`src/rtl/core/egbr_pkg.sv`:
```
package egbr_pkg;

  // Command codes carried in the cmd field of an input transaction.
  localparam logic [2:0] CMD_PUSH    = 3'd0;
  localparam logic [2:0] CMD_FIXED   = 3'd1;
  localparam logic [2:0] CMD_UE      = 3'd2;
  localparam logic [2:0] CMD_SE      = 3'd3;
  localparam logic [2:0] CMD_RESTART = 3'd4;

  // Result status codes.
  localparam logic [1:0] STAT_OK      = 2'd0;
  localparam logic [1:0] STAT_SHORT   = 2'd1;
  localparam logic [1:0] STAT_TOOLONG = 2'd2;
  localparam logic [1:0] STAT_FULL    = 2'd3;

  localparam logic [5:0] MAX_LEAD      = 6'd32;
  localparam logic [2:0] BYTE_LAST_BIT = 3'd7;

  typedef enum logic [1:0] {
    ST_IDLE,
    ST_LOAD,
    ST_BIT,
    ST_DONE
  } state_t;

  typedef enum logic {
    PH_ZERO,
    PH_SUFFIX
  } phase_t;

  typedef enum logic [1:0] {
    KIND_FIXED,
    KIND_UE,
    KIND_SE
  } kind_t;

  typedef struct packed {
    logic [2:0] cmd;
    logic [7:0] data_byte;
    logic [5:0] bit_count;
  } in_item_t;

  typedef struct packed {
    logic signed [32:0] value;
    logic [1:0]         status;
    logic [5:0]         bits_used;
  } out_item_t;

  typedef struct packed {
    logic       go;
    kind_t      kind;
    logic [5:0] count;
    logic       push;
    logic       restart;
  } seq_req_t;

  typedef struct packed {
    logic      done;
    out_item_t item;
  } seq_rsp_t;

endpackage

```
`src/rtl/core/egbr_ram.sv`:
```
module egbr_ram #(
  parameter int WIDTH = 8,
  parameter int DEPTH = 16,
  localparam int ADDR_W = $clog2(DEPTH)
) (
  input  logic              clk,
  input  logic              wr_en,
  input  logic [ADDR_W-1:0] wr_addr,
  input  logic [WIDTH-1:0]  wr_data,
  input  logic [ADDR_W-1:0] rd_addr,
  output logic [WIDTH-1:0]  rd_data
);

  logic [WIDTH-1:0] mem_r [DEPTH];
  logic [WIDTH-1:0] rd_data_r;

  always_ff @(posedge clk) begin
    if (wr_en) begin
      mem_r[wr_addr] <= wr_data;
    end
    rd_data_r <= mem_r[rd_addr];
  end

  assign rd_data = rd_data_r;

endmodule

```
`src/rtl/core/egbr_seq.sv`:
```
module egbr_seq #(
  parameter int BUFFER_BYTES = 16,
  localparam int IDX_W = $clog2(BUFFER_BYTES),
  localparam int CNT_W = $clog2(BUFFER_BYTES + 1)
) (
  input  logic                clk,
  input  logic                rst_n,
  input  egbr_pkg::seq_req_t  req,
  input  logic [7:0]          rd_data,
  output logic [IDX_W-1:0]    rd_addr,
  output logic [IDX_W-1:0]    wr_addr,
  output logic                full,
  output logic                busy,
  output egbr_pkg::seq_rsp_t  rsp
);

  import egbr_pkg::*;

  localparam int AV_W = CNT_W + 3;

  state_t            state_r, state_nxt;
  phase_t            phase_r, phase_nxt;
  kind_t             kind_r, kind_nxt;
  logic [IDX_W-1:0]  head_r, head_nxt;
  logic [2:0]        boff_r, boff_nxt;
  logic [CNT_W-1:0]  fill_r, fill_nxt;
  logic [IDX_W-1:0]  cur_slot_r, cur_slot_nxt;
  logic [2:0]        cur_bit_r, cur_bit_nxt;
  logic [3:0]        adv_r, adv_nxt;
  logic [5:0]        taken_r, taken_nxt;
  logic [5:0]        remain_r, remain_nxt;
  logic [31:0]       acc_r, acc_nxt;
  logic [1:0]        status_r, status_nxt;

  logic [AV_W-1:0]   avail;
  logic              short_bits;
  logic              bit_in;
  logic              finish;
  logic [5:0]        n_sat;
  logic [CNT_W:0]    wr_sum;
  logic [IDX_W-1:0]  slot_inc;
  logic [32:0]       half;
  logic signed [32:0] value;

  assign avail      = {fill_r, 3'b000} - AV_W'(boff_r);
  assign short_bits = AV_W'(taken_r) >= avail;
  assign bit_in     = rd_data[BYTE_LAST_BIT - cur_bit_r];
  assign n_sat      = (req.count > MAX_LEAD) ? MAX_LEAD : req.count;
  assign slot_inc   = (cur_slot_r == IDX_W'(BUFFER_BYTES - 1)) ? '0 : cur_slot_r + 1'b1;
  assign full       = fill_r >= CNT_W'(BUFFER_BYTES);
  assign rd_addr    = cur_slot_r;

  // Head < depth and fill <= depth, so one conditional subtract wraps the sum.
  assign wr_sum  = (CNT_W + 1)'(head_r) + (CNT_W + 1)'(fill_r);
  assign wr_addr = (wr_sum >= (CNT_W + 1)'(BUFFER_BYTES))
                 ? IDX_W'(wr_sum - (CNT_W + 1)'(BUFFER_BYTES))
                 : wr_sum[IDX_W-1:0];

  always_comb begin
    finish = 1'b0;
    if (phase_r == PH_ZERO) begin
      finish = (taken_r == MAX_LEAD) || (bit_in && (taken_r == 6'd0));
    end else begin
      finish = (remain_r == 6'd1);
    end
  end

  // Next state.
  always_comb begin
    state_nxt = state_r;
    unique case (state_r)
      ST_IDLE: begin
        if (req.go) begin
          state_nxt = ((req.kind == KIND_FIXED) && (n_sat == 6'd0)) ? ST_DONE : ST_LOAD;
        end
      end
      ST_LOAD: begin
        state_nxt = ST_BIT;
      end
      ST_BIT: begin
        if (short_bits || finish) begin
          state_nxt = ST_DONE;
        end else if (cur_bit_r == BYTE_LAST_BIT) begin
          state_nxt = ST_LOAD;
        end
      end
      ST_DONE: begin
        state_nxt = ST_IDLE;
      end
    endcase
  end

  // Datapath and buffer pointers.
  always_comb begin
    phase_nxt    = phase_r;
    kind_nxt     = kind_r;
    head_nxt     = head_r;
    boff_nxt     = boff_r;
    fill_nxt     = fill_r;
    cur_slot_nxt = cur_slot_r;
    cur_bit_nxt  = cur_bit_r;
    adv_nxt      = adv_r;
    taken_nxt    = taken_r;
    remain_nxt   = remain_r;
    acc_nxt      = acc_r;
    status_nxt   = status_r;
    unique case (state_r)
      ST_IDLE: begin
        if (req.restart) begin
          head_nxt = '0;
          boff_nxt = '0;
          fill_nxt = '0;
        end else if (req.push && !full) begin
          fill_nxt = fill_r + 1'b1;
        end
        if (req.go) begin
          kind_nxt     = req.kind;
          phase_nxt    = (req.kind == KIND_FIXED) ? PH_SUFFIX : PH_ZERO;
          remain_nxt   = n_sat;
          acc_nxt      = '0;
          taken_nxt    = '0;
          status_nxt   = STAT_OK;
          cur_slot_nxt = head_r;
          cur_bit_nxt  = boff_r;
          adv_nxt      = '0;
        end
      end
      ST_LOAD: begin
      end
      ST_BIT: begin
        if (short_bits) begin
          status_nxt = STAT_SHORT;
        end else begin
          taken_nxt = taken_r + 1'b1;
          if (cur_bit_r == BYTE_LAST_BIT) begin
            cur_bit_nxt  = '0;
            cur_slot_nxt = slot_inc;
            adv_nxt      = adv_r + 1'b1;
          end else begin
            cur_bit_nxt = cur_bit_r + 1'b1;
          end
          if (phase_r == PH_ZERO) begin
            // After 32 zeros the next bit is taken whatever it is.
            if (taken_r == MAX_LEAD) begin
              status_nxt = STAT_TOOLONG;
            end else if (bit_in) begin
              acc_nxt    = 32'd1;
              remain_nxt = taken_r;
              phase_nxt  = PH_SUFFIX;
            end
          end else begin
            acc_nxt    = {acc_r[30:0], bit_in};
            remain_nxt = remain_r - 1'b1;
          end
        end
      end
      ST_DONE: begin
        if ((status_r == STAT_OK) || (status_r == STAT_TOOLONG)) begin
          head_nxt = cur_slot_r;
          boff_nxt = cur_bit_r;
          fill_nxt = fill_r - CNT_W'(adv_r);
        end
      end
    endcase
  end

  // The accumulator holds the code value plus one for Exp-Golomb reads.
  assign half = {2'b00, acc_r[31:1]};

  always_comb begin
    value = '0;
    unique case (kind_r)
      KIND_FIXED: value = $signed({1'b0, acc_r});
      KIND_UE:    value = $signed({1'b0, acc_r}) - 33'sd1;
      KIND_SE:    value = acc_r[0] ? -$signed(half) : $signed(half);
      default:    value = '0;
    endcase
  end

  // Outputs.
  always_comb begin
    busy = (state_r != ST_IDLE);
    rsp  = '0;
    if (state_r == ST_DONE) begin
      rsp.done        = 1'b1;
      rsp.item.status = status_r;
      if (status_r == STAT_OK) begin
        rsp.item.value     = value;
        rsp.item.bits_used = taken_r;
      end else if (status_r == STAT_TOOLONG) begin
        rsp.item.bits_used = taken_r;
      end
    end
  end

  always_ff @(posedge clk) begin
    if (!rst_n) begin
      state_r <= ST_IDLE;
      head_r  <= '0;
      boff_r  <= '0;
      fill_r  <= '0;
    end else begin
      state_r <= state_nxt;
      head_r  <= head_nxt;
      boff_r  <= boff_nxt;
      fill_r  <= fill_nxt;
    end
  end

  always_ff @(posedge clk) begin
    phase_r    <= phase_nxt;
    kind_r     <= kind_nxt;
    cur_slot_r <= cur_slot_nxt;
    cur_bit_r  <= cur_bit_nxt;
    adv_r      <= adv_nxt;
    taken_r    <= taken_nxt;
    remain_r   <= remain_nxt;
    acc_r      <= acc_nxt;
    status_r   <= status_nxt;
  end

endmodule

```
`src/rtl/core/exp_golomb_bit_reader.sv`:
```
// Push, restart and unused commands leave the block idle; a push into a full
// buffer shows its result in the cycle after the transaction. A read takes one
// bit per cycle through the shared shifter, with one RAM read per byte in a load
// state that holds the bit flow, until the field ends or the buffer runs short;
// a done state follows, the result is registered and busy drops in the cycle
// that shows the result. Reset clears the state, buffer pointers and out_valid.
module exp_golomb_bit_reader #(
  parameter int BUFFER_BYTES = 16,
  localparam int IDX_W = $clog2(BUFFER_BYTES)
) (
  input  logic                clk,
  input  logic                rst_n,
  input  logic                start,
  output logic                busy,
  input  egbr_pkg::in_item_t  in_item,
  output logic                out_valid,
  output egbr_pkg::out_item_t out_result
);

  import egbr_pkg::*;

  logic             accept;
  seq_req_t         req;
  seq_rsp_t         rsp;
  logic [7:0]       rd_data;
  logic [IDX_W-1:0] rd_addr;
  logic [IDX_W-1:0] wr_addr;
  logic             full;
  logic             seq_busy;
  logic             push_drop;
  logic             out_valid_r, out_valid_nxt;
  out_item_t        out_result_r, out_result_nxt;

  assign accept = start && !busy;
  assign busy   = seq_busy;

  always_comb begin
    req       = '0;
    req.count = in_item.bit_count;
    req.kind  = KIND_FIXED;
    if (accept) begin
      unique case (in_item.cmd)
        CMD_PUSH:    req.push = 1'b1;
        CMD_FIXED: begin
          req.go   = 1'b1;
          req.kind = KIND_FIXED;
        end
        CMD_UE: begin
          req.go   = 1'b1;
          req.kind = KIND_UE;
        end
        CMD_SE: begin
          req.go   = 1'b1;
          req.kind = KIND_SE;
        end
        CMD_RESTART: req.restart = 1'b1;
        default: ;
      endcase
    end
  end

  assign push_drop = req.push && full;

  egbr_ram #(
    .WIDTH (8),
    .DEPTH (BUFFER_BYTES)
  ) u_ram (
    .clk     (clk),
    .wr_en   (req.push && !full),
    .wr_addr (wr_addr),
    .wr_data (in_item.data_byte),
    .rd_addr (rd_addr),
    .rd_data (rd_data)
  );

  egbr_seq #(
    .BUFFER_BYTES (BUFFER_BYTES)
  ) u_seq (
    .clk     (clk),
    .rst_n   (rst_n),
    .req     (req),
    .rd_data (rd_data),
    .rd_addr (rd_addr),
    .wr_addr (wr_addr),
    .full    (full),
    .busy    (seq_busy),
    .rsp     (rsp)
  );

  always_comb begin
    out_valid_nxt  = rsp.done || push_drop;
    out_result_nxt = rsp.item;
    if (push_drop) begin
      out_result_nxt        = '0;
      out_result_nxt.status = STAT_FULL;
    end
  end

  always_ff @(posedge clk) begin
    if (!rst_n) begin
      out_valid_r <= 1'b0;
    end else begin
      out_valid_r <= out_valid_nxt;
    end
  end

  always_ff @(posedge clk) begin
    out_result_r <= out_result_nxt;
  end

  assign out_valid  = out_valid_r;
  assign out_result = out_result_r;

endmodule

```
`config.mk`:
```
export PLATFORM = sky130hd
export DESIGN_NAME = exp_golomb_bit_reader
export DESIGN_NICKNAME = d
export VERILOG_FILES = /design/src/rtl/core/egbr_pkg.sv /design/src/rtl/core/egbr_ram.sv /design/src/rtl/core/egbr_seq.sv /design/src/rtl/core/exp_golomb_bit_reader.sv
export SDC_FILE = /design/constraint.sdc
export NUM_CORES = 1
export LEC_CHECK = 0
export ABC_AREA = 1
export BUFFER_PORTS_ARGS = -buffer_cell sky130_fd_sc_hd__buf_2
export CORE_MARGIN = 2
export CORE_UTILIZATION = 57
export CTS_BUF_LIST = sky130_fd_sc_hd__clkbuf_4
export DETAILED_ROUTE_END_ITERATION = 16
export GPL_TIMING_DRIVEN = 0
export PLACE_DENSITY = 0.86
export SLEW_MARGIN = 20
export SYNTH_ARGS = -nofsm -noshare
export SYNTH_HDL_FRONTEND = slang
export SYNTH_SLANG_ARGS = --single-unit
```
`constraint.sdc`:
```
create_clock -name clk -period 3.75 [get_ports clk]
set_input_delay 0.75 -clock clk [delete_from_list [all_inputs] [get_ports clk]]
set_output_delay 0.75 -clock clk [all_outputs]
set_load 0.01 [all_outputs]
```
==> reports/summary.txt <==
Crit path required time = 4.12 ns
initial core utilization = 57.96%
drt initial violations = 1192
max cap viols = 0
fraction of layout cells with a size suffix above 1 = 16.02%
antenna violations before repair = 1
unrepaired setup endpoints after global routing = no
number of placed instances, taps included = 1634
design area = 13730 um2
number of distinct library cells after synthesis = 52
placed instance area = 12870 um2
wire length of the first global-routing pass = 50330 um
cells on worst reg2reg path = 14
pin count of the biggest net entering global routing = 21
run status = finished, final reports clean
most used flip-flop cell after synthesis = sky130_fd_sc_hd__edfxtp_1
Reg-to-Reg Start = u_seq.fill_r[1]
worst voltage drop across the vdd grid = 0.3658 mV
total die area = 22560 um2
source of the critical timing path = u_seq.fill_r[1]
buffer levels on the longest clock path = 3
Worst Setup Path Type = reg -> reg
synth top area cells = sky130_fd_sc_hd__edfxtp_1 46%, sky130_fd_sc_hd__dfxtp_1 11%, sky130_fd_sc_hd__nand2_1 6.0%
global routing usage summed across all routing layers = 29.20%
total CTS buffers = 67
worst slack, placed = 0.5628 ns
Clock Latency Late Sink = 0.69 ns
GPL Wtd Cong = 0.9389
estimated wirelength of the detail-placed design = 22650 um
core outline area = 21020 um2
number of top-level pins = 63
capture endpoint of the worst hold path = u_seq.fill_r[2]
Worst Max-Slew Pin Slew = 0.9598 ns
CTS tree = built
Final Instance Count excl. Fillers = 1755
final critical path time including I/O delays and setup = 3.231 ns
share of total power in the clock network = 23.1%
row cnt = 53
fillcell total = 1657
tightest slew margin relative to the limit = 35.77%
Hold Crit Depth = 2
critical path peak fanout = 20
cell taking the most area after synthesis = sky130_fd_sc_hd__edfxtp_1
share of Yosys cell area claimed by the top area cell type = 46.33%
power per cell area = 760.8 nW/um2
setup violation total in the final timing report = 0
total clock sinks = 252
cell with the most instances after synthesis = sky130_fd_sc_hd__nand2_1
total of cells resized after clock tree synthesis = 0
Synth async-reset ratio = 0%
end of the worst register-to-register path = u_seq.acc_r[5]
Leak Pwr = 5.444 nW
register cell area after layout = 6927 um2
Synth Warn # = 0
number of max-slew violations in the final report = 0
count of buffers from port buffering = 62
Setup Skew = 0.04473 ns
first-pass iteration count of the detailed router = 5
internal power summed over all cells = 6.036 mW
Net Switching = 4.413 mW
# H-tree levels = 3
average wire per standard cell = 18.47 um
Final Cycle Share = 86.17%
vias per inst = 5.826
# nets final = 1481
area occupied by multi-input gates = 4556 um2
overall power = 10.45 mW
GR Overflow Total = 0
crit path capture type = flop
vertical die dimension = 150.2 um
reg-to-reg setup timing slack = 0.52 ns
highest clock rate = 0.3095 GHz
drc violations = 0
library cell used as clock root buffer = sky130_fd_sc_hd__clkbuf_4
Setup TNS Final = 0 ns
Syn Std Cell Area = 12180 um2
number of global-route vias before repair = 9995
part of the Yosys area used for sequential elements = 56.85%
via count = 10230
Gate Count Post-Synth = 1296
data arrival time of the critical path = 3.60 ns
type of the tightest min-delay check = in -> reg
width of the chip = 150.2 um
Setup crit start kind = flop
Seq cells post-synth = 252
Hold Slack = 0.3489 ns
setup slack after layout = 0.5187 ns
Final Hold Vio Count = 0
final standard cell utilization of the core = 65.34%
clock transition at the registers of the reported paths = 0.06 ns
switching share of power = 42.23%
Syn Nets = 1349
hold path startpoint = rst_n
Avg Cell Area, Syn = 9.401 um2
Setup Buffers After CTS = 0
sequential power share = 38.2%
antenna viol nets, final = 0
number of buffers added to fix hold violations after cts = 0
Logic pwr share = 38.7%
total detailed-routing wirelength = 32420 um
number of enable-type register cells in the synthesized netlist = 188
most common library cells after synthesis = 194 x sky130_fd_sc_hd__nand2_1, 188 x sky130_fd_sc_hd__edfxtp_1, 169 x sky130_fd_sc_hd__nor2_1
synthesis-to-layout area growth = 12.72%
[layout by cell type, fill, tap and decap left out, types with 3 or more instances in the layout]
cell type                  netlist  routed
sky130_fd_sc_hd__a211oi_1        6       6
sky130_fd_sc_hd__a21oi_1       106     106
sky130_fd_sc_hd__a221oi_1       12      12
sky130_fd_sc_hd__a31oi_1         5       5
sky130_fd_sc_hd__buf_1           4       4
sky130_fd_sc_hd__buf_2           9      71
sky130_fd_sc_hd__clkbuf_1       35      35
sky130_fd_sc_hd__clkbuf_4        0     100
sky130_fd_sc_hd__clkinv_1        2      16
sky130_fd_sc_hd__dfxtp_1        64      64
sky130_fd_sc_hd__edfxtp_1      188     188
sky130_fd_sc_hd__ha_1           31      31
sky130_fd_sc_hd__inv_1         119     119
sky130_fd_sc_hd__inv_2          15      17
sky130_fd_sc_hd__nand2_1       194     194
sky130_fd_sc_hd__nand2_2         8       8
sky130_fd_sc_hd__nand3_1        73      73
sky130_fd_sc_hd__nand4_1        18      18
sky130_fd_sc_hd__nor2_1        169     168
sky130_fd_sc_hd__nor2_2         14      14
sky130_fd_sc_hd__nor2_4          5       6
sky130_fd_sc_hd__nor3_1         17      17
sky130_fd_sc_hd__nor3_2          4       4
sky130_fd_sc_hd__nor3_4          3       3
sky130_fd_sc_hd__nor4_1          3       3
sky130_fd_sc_hd__o211ai_1        3       3
sky130_fd_sc_hd__o21ai_0       100     100
sky130_fd_sc_hd__o21ai_1        14      14
sky130_fd_sc_hd__o221ai_1        5       5
sky130_fd_sc_hd__o22ai_1        15      15
sky130_fd_sc_hd__or2_0           3       3
sky130_fd_sc_hd__xnor2_1         6       6
sky130_fd_sc_hd__xor2_1         20      20
[power by group through the flow]
stage,logic [mW],registers [mW],clock network (mW)
2_1_floorplan,2.78,3.90,0
3_3_place_gp,3.75,4.02,0
3_5_place_dp,3.91,4.03,0
4_1_cts,3.95,3.98,2.44
5_1_grt,4.44,4.04,2.59
6_report,4.05,3.99,2.41
[final cells by class]
cell class / instances / area share [%]
clock inverters: 20 / 0.7835
multi-input cells: 859 / 33.17
inverters: 136 / 3.717
flip-flops and latches: 252 / 50.43
plain buffers: 49 / 1.448
clock buffers: 100 / 5.466
repair buffers: 63 / 2.460
well taps: 275 / 2.505
diodes: 1 / 0.01822
[state kept, by name, indices dropped and copies added (netlist names)]
| signal | flops |
|---|---|
| u_seq.adv_r | 4 |
| u_seq.status_r | 2 |
| u_ram.rd_data | 8 |
| u_seq.taken_r | 6 |
| u_seq.boff_r | 3 |
| u_seq.cur_bit_r | 3 |
| u_seq.rd_addr | 4 |
| u_seq.fill_r | 5 |
| u_seq.acc_r | 32 |
| u_ram.mem_r | 128 |
| out_result | 41 |
| u_seq.kind_r | 2 |
| u_seq.state_r | 2 |
| u_seq.head_r | 4 |
| u_seq.phase_r | 1 |
| u_seq.remain_r | 6 |
| out_valid | 1 |
[layer usage]
layer  vias to the layer above  share of wire (%)  global-route usage, %  routed length [um]
met5                         -                  0                      0                   0
met4                         0                4.4                  15.14                1429
met3                       126                 10                  6.576                3275
met2                       615                 47                  47.72               15330
met1                      4697                 38                  36.51               12380
li1                       4787                  -                      -                   -
[worst max path at each step]
stage | end | slack (ns) | cells after the start
after floorplan | u_seq.acc_r[0] | 0.57 | 13
after global placement | u_seq.acc_r[28] | -0.20 | 13
after detailed placement | u_seq.acc_r[26] | 0.56 | 14
after global routing | u_seq.acc_r[4] | 0.32 | 16
after CTS | u_seq.acc_r[25] | 0.53 | 14
final | u_seq.acc_r[5] | 0.52 | 14
[critical path, cell delays in order (launching register included)]
cell and delay (ns):
sky130_fd_sc_hd__dfxtp_1 0.49, sky130_fd_sc_hd__inv_1 0.21, sky130_fd_sc_hd__ha_1 0.23, sky130_fd_sc_hd__nand2_1 0.08, sky130_fd_sc_hd__nand2_1 0.07, sky130_fd_sc_hd__xor2_1 0.15
sky130_fd_sc_hd__ha_1 0.30, sky130_fd_sc_hd__a21oi_1 0.16, sky130_fd_sc_hd__nand2_1 0.07, sky130_fd_sc_hd__nand2_1 0.12, sky130_fd_sc_hd__nor2_1 0.08, sky130_fd_sc_hd__inv_1 0.08
sky130_fd_sc_hd__nand2_1 0.12, sky130_fd_sc_hd__nor2_4 0.52, sky130_fd_sc_hd__buf_16 0.25
[cell families (layout without fill, tap and decap cells)]
kind of cell | after synthesis | count (layout) | synth area share [%]
other cells | 0 | 1 | 0
xor+xnor | 26 | 26 | 1.869
buf+inv | 185 | 368 | 5.823
fa+ha+maj | 33 | 33 | 3.512
simple gates | 521 | 521 | 19.18
compound gates | 279 | 279 | 12.76
flops | 252 | 252 | 56.85
Note: power is estimated with default switching activity, not from simulation.
